File: src/decimal_record_line_parser_defines.svh
// ----------------------------------------------------------------------------
// decimal record line parser assertion macros
// shared property wrappers, all clocked on clk and disabled during rst
// ----------------------------------------------------------------------------
`ifndef DECIMAL_RECORD_LINE_PARSER_DEFINES_SVH
`define DECIMAL_RECORD_LINE_PARSER_DEFINES_SVH

// condition implies consequence in the same cycle
`define DLP_ASSERT_SAME(label, cond, cons) \
  label: assert property (@(posedge clk) disable iff (rst) (cond) |-> (cons)) \
    else $error("dlp assertion failed");

// condition implies consequence in the next cycle
`define DLP_ASSERT_NEXT(label, cond, cons) \
  label: assert property (@(posedge clk) disable iff (rst) (cond) |=> (cons)) \
    else $error("dlp assertion failed");

`endif

File: src/dlp_pkg.sv
// ----------------------------------------------------------------------------
// dlp_pkg
// shared types and character codes of the decimal record line parser
// ----------------------------------------------------------------------------
package dlp_pkg;

  localparam int VALUE_W  = 32;
  localparam int BYTE_W   = 8;
  localparam int NUM_HELD = 4;
  localparam int POS_W    = 3;

  localparam logic [BYTE_W-1:0] CH_LF    = 8'd10;
  localparam logic [BYTE_W-1:0] CH_CR    = 8'd13;
  localparam logic [BYTE_W-1:0] CH_SPACE = 8'd32;
  localparam logic [BYTE_W-1:0] CH_MINUS = 8'd45;
  localparam logic [BYTE_W-1:0] CH_ZERO  = 8'd48;

  localparam logic [POS_W-1:0] POS_FULL = 3'd4;

  typedef struct packed {
    logic [VALUE_W-1:0] first_value_q11;
    logic [VALUE_W-1:0] second_value_q11;
    logic [VALUE_W-1:0] third_value_q11;
    logic [VALUE_W-1:0] fourth_value;
    logic [VALUE_W-1:0] fifth_value;
  } record_t;

  typedef struct packed {
    logic               valid;
    logic [BYTE_W-1:0]  char_code;
  } byte_req_t;

endpackage

File: src/dlp_in_stage.sv
// ----------------------------------------------------------------------------
// dlp_in_stage
// input register for one text byte request
// ----------------------------------------------------------------------------
module dlp_in_stage (
  input  logic                       clk,
  input  logic                       rst,
  input  logic                       s_tvalid,
  output logic                       s_tready,
  input  logic [dlp_pkg::BYTE_W-1:0] s_tdata,   // char_code [7:0]
  input  logic                       fire,
  output dlp_pkg::byte_req_t         req
);

  logic                       in_valid;
  logic [dlp_pkg::BYTE_W-1:0] in_byte;
  logic                       take;

  assign s_tready = !in_valid || fire;
  assign take     = s_tvalid && s_tready;

  always_ff @(posedge clk) begin
    if (rst) begin
      in_valid <= 1'b0;
    end else if (take) begin
      in_valid <= 1'b1;
    end else if (fire) begin
      in_valid <= 1'b0;
    end
  end

  always_ff @(posedge clk) begin
    if (take) begin
      in_byte <= s_tdata;
    end
  end

  assign req.valid     = in_valid;
  assign req.char_code = in_byte;

endmodule

File: src/dlp_field_core.sv
// ----------------------------------------------------------------------------
// dlp_field_core
// per-byte field accumulation, line state and record assembly
// ----------------------------------------------------------------------------
`include "decimal_record_line_parser_defines.svh"

module dlp_field_core #(
  parameter int MAX_LINE = 256
) (
  input  logic                       clk,
  input  logic                       rst,
  input  logic                       fire,
  input  logic [dlp_pkg::BYTE_W-1:0] char_code,
  output logic                       closing,
  output logic                       emit,
  output dlp_pkg::record_t           record
);

  localparam int CNT_W = $clog2(MAX_LINE + 1);
  localparam logic [CNT_W-1:0] CNT_LAST = CNT_W'(MAX_LINE - 1);

  logic [dlp_pkg::VALUE_W-1:0] acc, acc_next, acc_upd;
  logic                        neg, neg_next, neg_upd;
  logic [dlp_pkg::POS_W-1:0]   pos, pos_next, pos_upd;
  logic [dlp_pkg::VALUE_W-1:0] held      [dlp_pkg::NUM_HELD];
  logic [dlp_pkg::VALUE_W-1:0] held_next [dlp_pkg::NUM_HELD];
  logic [dlp_pkg::VALUE_W-1:0] held_upd  [dlp_pkg::NUM_HELD];
  logic [CNT_W-1:0]            count, count_next;
  logic                        skipping, skipping_next;

  logic                        is_sep, is_eol, is_space, is_minus;
  logic [dlp_pkg::VALUE_W-1:0] cur_signed, upd_signed, digit;

  assign is_eol   = (char_code == dlp_pkg::CH_CR) || (char_code == dlp_pkg::CH_LF);
  assign is_space = (char_code == dlp_pkg::CH_SPACE);
  assign is_minus = (char_code == dlp_pkg::CH_MINUS);
  assign is_sep   = is_eol || is_space;

  // the presented byte would close the line if it were processed
  assign closing = !(skipping && is_sep) && (is_eol || (count == CNT_LAST));

  assign digit      = dlp_pkg::VALUE_W'(char_code) - dlp_pkg::VALUE_W'(dlp_pkg::CH_ZERO);
  assign cur_signed = neg ? (- acc) : acc;

  // state after this byte, before any line reset
  always_comb begin
    acc_upd = acc;
    neg_upd = neg;
    pos_upd = pos;
    for (int i = 0; i < dlp_pkg::NUM_HELD; i++) begin
      held_upd[i] = held[i];
    end
    if (is_eol) begin
      // line ends with current state
    end else if (is_space) begin
      if (pos < dlp_pkg::POS_FULL) begin
        held_upd[pos[1:0]] = cur_signed;
        pos_upd            = pos + 1'b1;
      end
      acc_upd = '0;
      neg_upd = 1'b0;
    end else if (is_minus) begin
      neg_upd = 1'b1;
    end else begin
      acc_upd = (acc << 3) + (acc << 1) + digit;
    end
  end

  assign upd_signed = neg_upd ? (- acc_upd) : acc_upd;

  always_comb begin
    emit          = 1'b0;
    acc_next      = acc;
    neg_next      = neg;
    pos_next      = pos;
    count_next    = count;
    skipping_next = skipping;
    for (int i = 0; i < dlp_pkg::NUM_HELD; i++) begin
      held_next[i] = held[i];
    end
    if (fire && !(skipping && is_sep)) begin
      skipping_next = 1'b0;
      if (is_eol || (count == CNT_LAST)) begin
        // record goes out, line state starts over
        emit          = 1'b1;
        skipping_next = 1'b1;
        acc_next      = '0;
        neg_next      = 1'b0;
        pos_next      = '0;
        count_next    = '0;
        for (int i = 0; i < dlp_pkg::NUM_HELD; i++) begin
          held_next[i] = '0;
        end
      end else begin
        acc_next   = acc_upd;
        neg_next   = neg_upd;
        pos_next   = pos_upd;
        count_next = count + 1'b1;
        for (int i = 0; i < dlp_pkg::NUM_HELD; i++) begin
          held_next[i] = held_upd[i];
        end
      end
    end
  end

  assign record.first_value_q11  = held_upd[0];
  assign record.second_value_q11 = held_upd[1];
  assign record.third_value_q11  = held_upd[2];
  assign record.fourth_value     = held_upd[3];
  assign record.fifth_value      = upd_signed;

  always_ff @(posedge clk) begin
    if (rst) begin
      acc      <= '0;
      neg      <= 1'b0;
      pos      <= '0;
      count    <= '0;
      skipping <= 1'b0;
      for (int i = 0; i < dlp_pkg::NUM_HELD; i++) begin
        held[i] <= '0;
      end
    end else begin
      acc      <= acc_next;
      neg      <= neg_next;
      pos      <= pos_next;
      count    <= count_next;
      skipping <= skipping_next;
      for (int i = 0; i < dlp_pkg::NUM_HELD; i++) begin
        held[i] <= held_next[i];
      end
    end
  end

  `DLP_ASSERT_SAME(a_pos_bounded, 1'b1, pos <= dlp_pkg::POS_FULL)
  `DLP_ASSERT_SAME(a_skip_clean_line, skipping, (count == '0) && (pos == '0) && (acc == '0))
  `DLP_ASSERT_SAME(a_emit_on_close, emit, closing)

endmodule

File: src/dlp_out_stage.sv
// ----------------------------------------------------------------------------
// dlp_out_stage
// result register holding one record until the sink takes it
// ----------------------------------------------------------------------------
module dlp_out_stage (
  input  logic             clk,
  input  logic             rst,
  input  logic             load,
  input  dlp_pkg::record_t record,
  input  logic             m_tready,
  output logic             m_tvalid,
  output dlp_pkg::record_t held_record
);

  always_ff @(posedge clk) begin
    if (rst) begin
      m_tvalid <= 1'b0;
    end else if (load) begin
      m_tvalid <= 1'b1;
    end else if (m_tready) begin
      m_tvalid <= 1'b0;
    end
  end

  always_ff @(posedge clk) begin
    if (load) begin
      held_record <= record;
    end
  end

endmodule

File: src/decimal_record_line_parser.sv
// ----------------------------------------------------------------------------
// decimal_record_line_parser
// parses space-separated signed decimal text into five-field records
// ----------------------------------------------------------------------------
// Takes one ASCII byte per request and builds a record of five signed 32-bit
// fields, one record per line. A minus anywhere in a field negates it; every
// other non-separator byte folds in as acc*10 + (byte-48) with 32-bit wrap.
// A line ends on CR or LF, or after MAX_LINE bytes, and the run of space, CR
// and LF that follows is skipped. Fields past the fourth are dropped; the
// number ending the line is always the fifth field, and fields the line does
// not reach read zero. The first three fields are Q11 codes, passed through
// bit for bit. Throughput is one byte per clock unless a line-closing byte
// waits on a full result register: the byte sits in an input register, and
// one shallow update step (shift-add by ten, field select) feeds the result
// register that holds the record. The input keeps taking bytes while a record
// waits, until a second record would be needed before the first is taken.
// ----------------------------------------------------------------------------
`include "decimal_record_line_parser_defines.svh"

module decimal_record_line_parser #(
  parameter int MAX_LINE = 256
) (
  input  logic         clk,
  input  logic         rst,
  input  logic         s_tvalid,
  output logic         s_tready,
  input  logic [7:0]   s_tdata,   // char_code [7:0]
  output logic         m_tvalid,
  input  logic         m_tready,
  // first_value_q11 [31:0], second_value_q11 [63:32], third_value_q11 [95:64],
  // fourth_value [127:96], fifth_value [159:128]
  output logic [159:0] m_tdata
);

  dlp_pkg::byte_req_t req;
  dlp_pkg::record_t   record;
  dlp_pkg::record_t   held_record;
  logic               fire;
  logic               closing;
  logic               emit;

  // the byte in the input register is processed unless it closes a line
  // while the result register is still full and not being emptied
  assign fire = req.valid && (!closing || !m_tvalid || m_tready);

  dlp_in_stage u_in (
    .clk      (clk),
    .rst      (rst),
    .s_tvalid (s_tvalid),
    .s_tready (s_tready),
    .s_tdata  (s_tdata),
    .fire     (fire),
    .req      (req)
  );

  dlp_field_core #(
    .MAX_LINE (MAX_LINE)
  ) u_core (
    .clk       (clk),
    .rst       (rst),
    .fire      (fire),
    .char_code (req.char_code),
    .closing   (closing),
    .emit      (emit),
    .record    (record)
  );

  dlp_out_stage u_out (
    .clk         (clk),
    .rst         (rst),
    .load        (emit),
    .record      (record),
    .m_tready    (m_tready),
    .m_tvalid    (m_tvalid),
    .held_record (held_record)
  );

  // first field in the lowest bits
  assign m_tdata = {held_record.fifth_value,
                    held_record.fourth_value,
                    held_record.third_value_q11,
                    held_record.second_value_q11,
                    held_record.first_value_q11};

  // a stalled record blocks only a byte that would close the next line
  `DLP_ASSERT_SAME(a_stall_blocks_close, m_tvalid && !m_tready && closing, !fire)
  // a record is only produced by a processed byte
  `DLP_ASSERT_SAME(a_emit_needs_fire, emit, fire)
  // a processed byte with no new one arriving leaves the input register empty
  `DLP_ASSERT_NEXT(a_input_drains, fire && !s_tvalid, !req.valid)

endmodule

File: config.mk
export PLATFORM = sky130hd
export DESIGN_NAME = decimal_record_line_parser
export DESIGN_NICKNAME = d
export VERILOG_FILES = /design/src/dlp_pkg.sv /design/src/dlp_in_stage.sv /design/src/dlp_field_core.sv /design/src/dlp_out_stage.sv /design/src/decimal_record_line_parser.sv
export VERILOG_INCLUDE_DIRS = /design/src /design/src/src
export SDC_FILE = /design/constraint.sdc
export NUM_CORES = 1
export LEC_CHECK = 0
export BUFFER_PORTS_ARGS = -buffer_cell sky130_fd_sc_hd__buf_4
export CAP_MARGIN = 25
export CORE_MARGIN = 2
export CORE_UTILIZATION = 50
export DETAILED_ROUTE_END_ITERATION = 7
export PLACE_DENSITY = 0.73
export SLEW_MARGIN = 40
export SYNTH_ARGS = -nofsm -noshare
export SYNTH_HDL_FRONTEND = slang
export SYNTH_SLANG_ARGS = --single-unit
File: constraint.sdc
create_clock -name clk -period 23.8 [get_ports clk]
set_input_delay 1.19 -clock clk [delete_from_list [all_inputs] [get_ports clk]]
set_output_delay 1.19 -clock clk [all_outputs]
set_load 0.01 [all_outputs]
==> flow_summary.json <==
{
  "postPlaceCellArea_mm2": 0.0184,
  "drive_gt1_share_pct": 14.6,
  "ys.flop_type": "dfxtp_1",
  "crit_type": "register to register",
  "setup_violations": 0,
  "cts_hold_buf": 0,
  "cp_slowest_cell": "nor4bb_1",
  "drt_iter0_markers": 1534,
  "cp_cell_sequence": "ha_1 -> nor3_2 -> buf_4 -> fa_1 -> ha_1 -> a211o_1 -> a21o_1 -> a31o_2 -> a31oi_1 -> o21ai_0 -> a221oi_1 -> nor4bb_1 -> nand4_1 -> or2_2 -> o41ai_1 -> xor2_1",
  "cts_tree": "done",
  "met1_length_mm": 19.3,
  "synthArstFlopShare_pct": 0,
  "grt_max_degree": 107,
  "n_fill_cell": 2817,
  "dr_wl_met2_mm": 19.4,
  "start_util_pct": 50.4,
  "leakage_nw": 7.19,
  "antenna_left": 0,
  "crit_top_cell": "ha_1",
  "wl_per_cell_um": 18.8,
  "fin_util_pct": 58.7,
  "path_max_fanout": 24,
  "avgViaCountPerCell": 5.90,
  "grt_setup_unrepaired": "no",
  "portBuffers": 173,
  "timing_hold_violations_final": 0,
  "layout.cells.non_filler": 2307,
  "status": "finished, final reports clean",
  "fin_nets": 1915,
  "topRoutingLayerUsed": "met4",
  "placedCellCount": 2242,
  "synth.net_count": 1802,
  "slew_violations": 0,
  "dieArea_mm2": 0.0351,
  "antenna_found_initial": 0,
  "seq_area_frac_synth_pct": 51.0,
  "avgSynthCellArea_um2": 9.77,
  "cts_resized": 0,
  "start_kind": "register",
  "core_mm2": 0.0333,
  "overflow": 0,
  "yosysUniqueCellTypes": 78,
  "ys_warn_count": 0,
  "multi_input_area_mm2": 0.00769,
  "powerDensity_mw_per_mm2": 73.2,
  "vias": 13600,
  "worstMarginPinSlew_ns": 0.836,
  "peakVddDrop_mv": 0.0615,
  "seq_power_share_pct": 45.2,
  "wl_mm": 43.3,
  "synth-seq-cells": 344,
  "area_delta_synth_final_pct": 16.3,
  "cts_root_buffer": "clkbuf_16",
  "tns_ns": 0,
  "numCtsBuffers": 36,
  "firstDrtPassIters": 6,
  "clkSinkCount": 344,
  "cp-end-kind": "register",
  "cp_top_family": "compound AO/OA/AOI/OAI gates",
  "synth_edf_count": 168,
  "hp-class": "register to register",
  "globalplace.congestion": 0.905,
  "arrival_ns": 6.43,
  "dieWidth_um": 187,
  "dr_wl_met3_mm": 3.15,
  "grt_pass1_wl_mm": 68.7,
  "cp_num_buf_inv": 1,
  "syn-cell-area_mm2": 0.0168,
  "std_cell_rows": 67,
  "report.power.total_mw": 1.43,
  "die_y_um": 187,
  "post-dp-hpwl_mm": 29.6,
  "clock_latency_ns": 0.52,
  "power.internal_mw": 1.03,
  "fin_crit_sh_pct": 26.0,
  "syn_inst": 1719,
  "final_area_mm2": 0.0195,
  "h-tree-depth": 2,
  "clock_skew_ns": 0.0195,
  "swShare_pct": 28.1,
  "period_needed_ns": 6.19,
  "fmax_mhz": 162,
  "cpPeakStageDelay_ns": 0.65,
  "drc": 0,
  "clk_pin_slew_ns": 0.06,
  "netSwitchingPower_mw": 0.401,
  "cts_setup_buffers": 0,
  "clkPwrFrac_pct": 37.5,
  "pin_count": 174,
  "share_comb_of_total_power_pct": 17.3,
  "grt_pass1_vias": 12800,
  "clock_path_buffers": 3,
  "critical_path_required_ns": 24.04,
  "relSlewSlack_pct": 44.3,
  "num_antenna_cells": 0,
  "gr-usage-all-layers_pct": 24.2,
  "cap_violations": 0,
  "regArea_mm2": 0.00857
}
sequential cells by signal, indices dropped and copies added, names as in the netlist:
register and count:
u_core.held 128, u_core.neg 1, u_core.pos 3, u_core.skipping 1, u_core.acc 32, u_in.in_valid 1, u_core.count 9, u_out.held_record 160
u_out.m_tvalid 1, u_in.in_byte 8
worst paths after layout:
path,from,to,slack [ns],depth (start not counted)
min reg2reg,u_core.count[8],u_core.count[8],0.50,2
min,u_core.count[8],u_core.count[8],0.50,2
max,u_in.in_byte[4],u_out.held_record[31],17.61,16
max reg2reg,u_in.in_byte[4],u_out.held_record[31],17.61,16
kinds of logic (layout without fill, tap and decap cells):
kind of cell	Yosys count	count (layout)	share of synthesized area (%)
AO/OA/AOI/OAI	506	506	19.7
XOR/XNOR	95	95	5.00
multiplexers	4	4	0.238
AND/OR/NAND/NOR	545	545	13.9
adder cells (fa/ha/maj)	71	71	6.59
buffers and inverters	154	294	3.53
flip-flops	344	344	51.0
power by group through the flow:
stage	Clock [mW]	Combinational (mW)	Sequential, mW
finish	0.536	0.248	0.646
global route	0.569	0.272	0.647
CTS	0.544	0.243	0.646
detailed placement	0	0.240	0.658
global placement	0	0.237	0.658
floorplan	0	0.181	0.651
routing by layer:
metal | track usage, % | vias up
li1 | - | 6430
met1 | 34.6 | 6514
met2 | 37.3 | 562
met3 | 4.05 | 97
met4 | 8.33 | 0
met5 | 0 | -
cells in the mapped netlist, drive strengths merged (9+ instances only):
cell type	n	share of area, %
clkbuf	103	2.3
a22oi	167	7.5
o21a	9	0.40
nor2	228	5.1
or3	10	0.37
ha	42	3.1
dfxtp	176	21
nor3	18	0.54
nand2	207	4.6
a31oi	9	0.34
xor2	49	2.6
buf	10	0.31
edfxtp	168	30
or4	11	0.63
o21ai	184	5.5
o31ai	14	0.77
a21o	12	0.54
xnor2	46	2.4
fa	29	3.5
nand4	9	0.34
nand3	21	0.63
inv	41	0.92
a21oi	61	1.8
cells in the final DEF, fill, tap and decap left out, types with 12 or more instances in the layout:
cell / Yosys / layout
inv_1: 41 / 40
nand3_1: 21 / 21
a21oi_1: 60 / 60
clkbuf_1: 103 / 14
dfxtp_1: 176 / 176
ha_1: 42 / 42
o21ai_0: 173 / 173
buf_4: 1 / 183
nor3_1: 18 / 16
a21o_1: 12 / 12
fa_1: 29 / 29
clkbuf_16: 0 / 37
xnor2_1: 46 / 46
edfxtp_1: 168 / 168
nand2_1: 207 / 202
xor2_1: 48 / 48
nor2_1: 228 / 227
a22oi_1: 167 / 167
worst reg2reg max path: cells and delay by family, from the launching register on:
family                     cells  cell delay, ns
and+or+nand+nor                4            1.56
DFF                            1            0.45
AOI/OAI and AO/OA              7            2.16
buffers and inverters          1            0.46
adders and majority gates      3            1.20
xor gates and xnor gates       1            0.10
stage by stage:
stage,setup WS [ns],hold slack (ns)
after global routing,17.21,0.533
after CTS,17.67,0.499
after floorplan,15.33,0.454
after detailed placement,17.73,0.485
after global placement,17.84,0.463
final,17.61,0.496
area by class of cell:
type	instances	area share, %
clock buffers	52	5.08
clock inverters	13	0.647
inverters	41	0.826
multi-input cells	1221	39.4
flip-flops and latches	344	43.9
well taps	448	2.87
repair buffers	188	7.34
No activity file was read; power rests on OpenSTA's default activity.
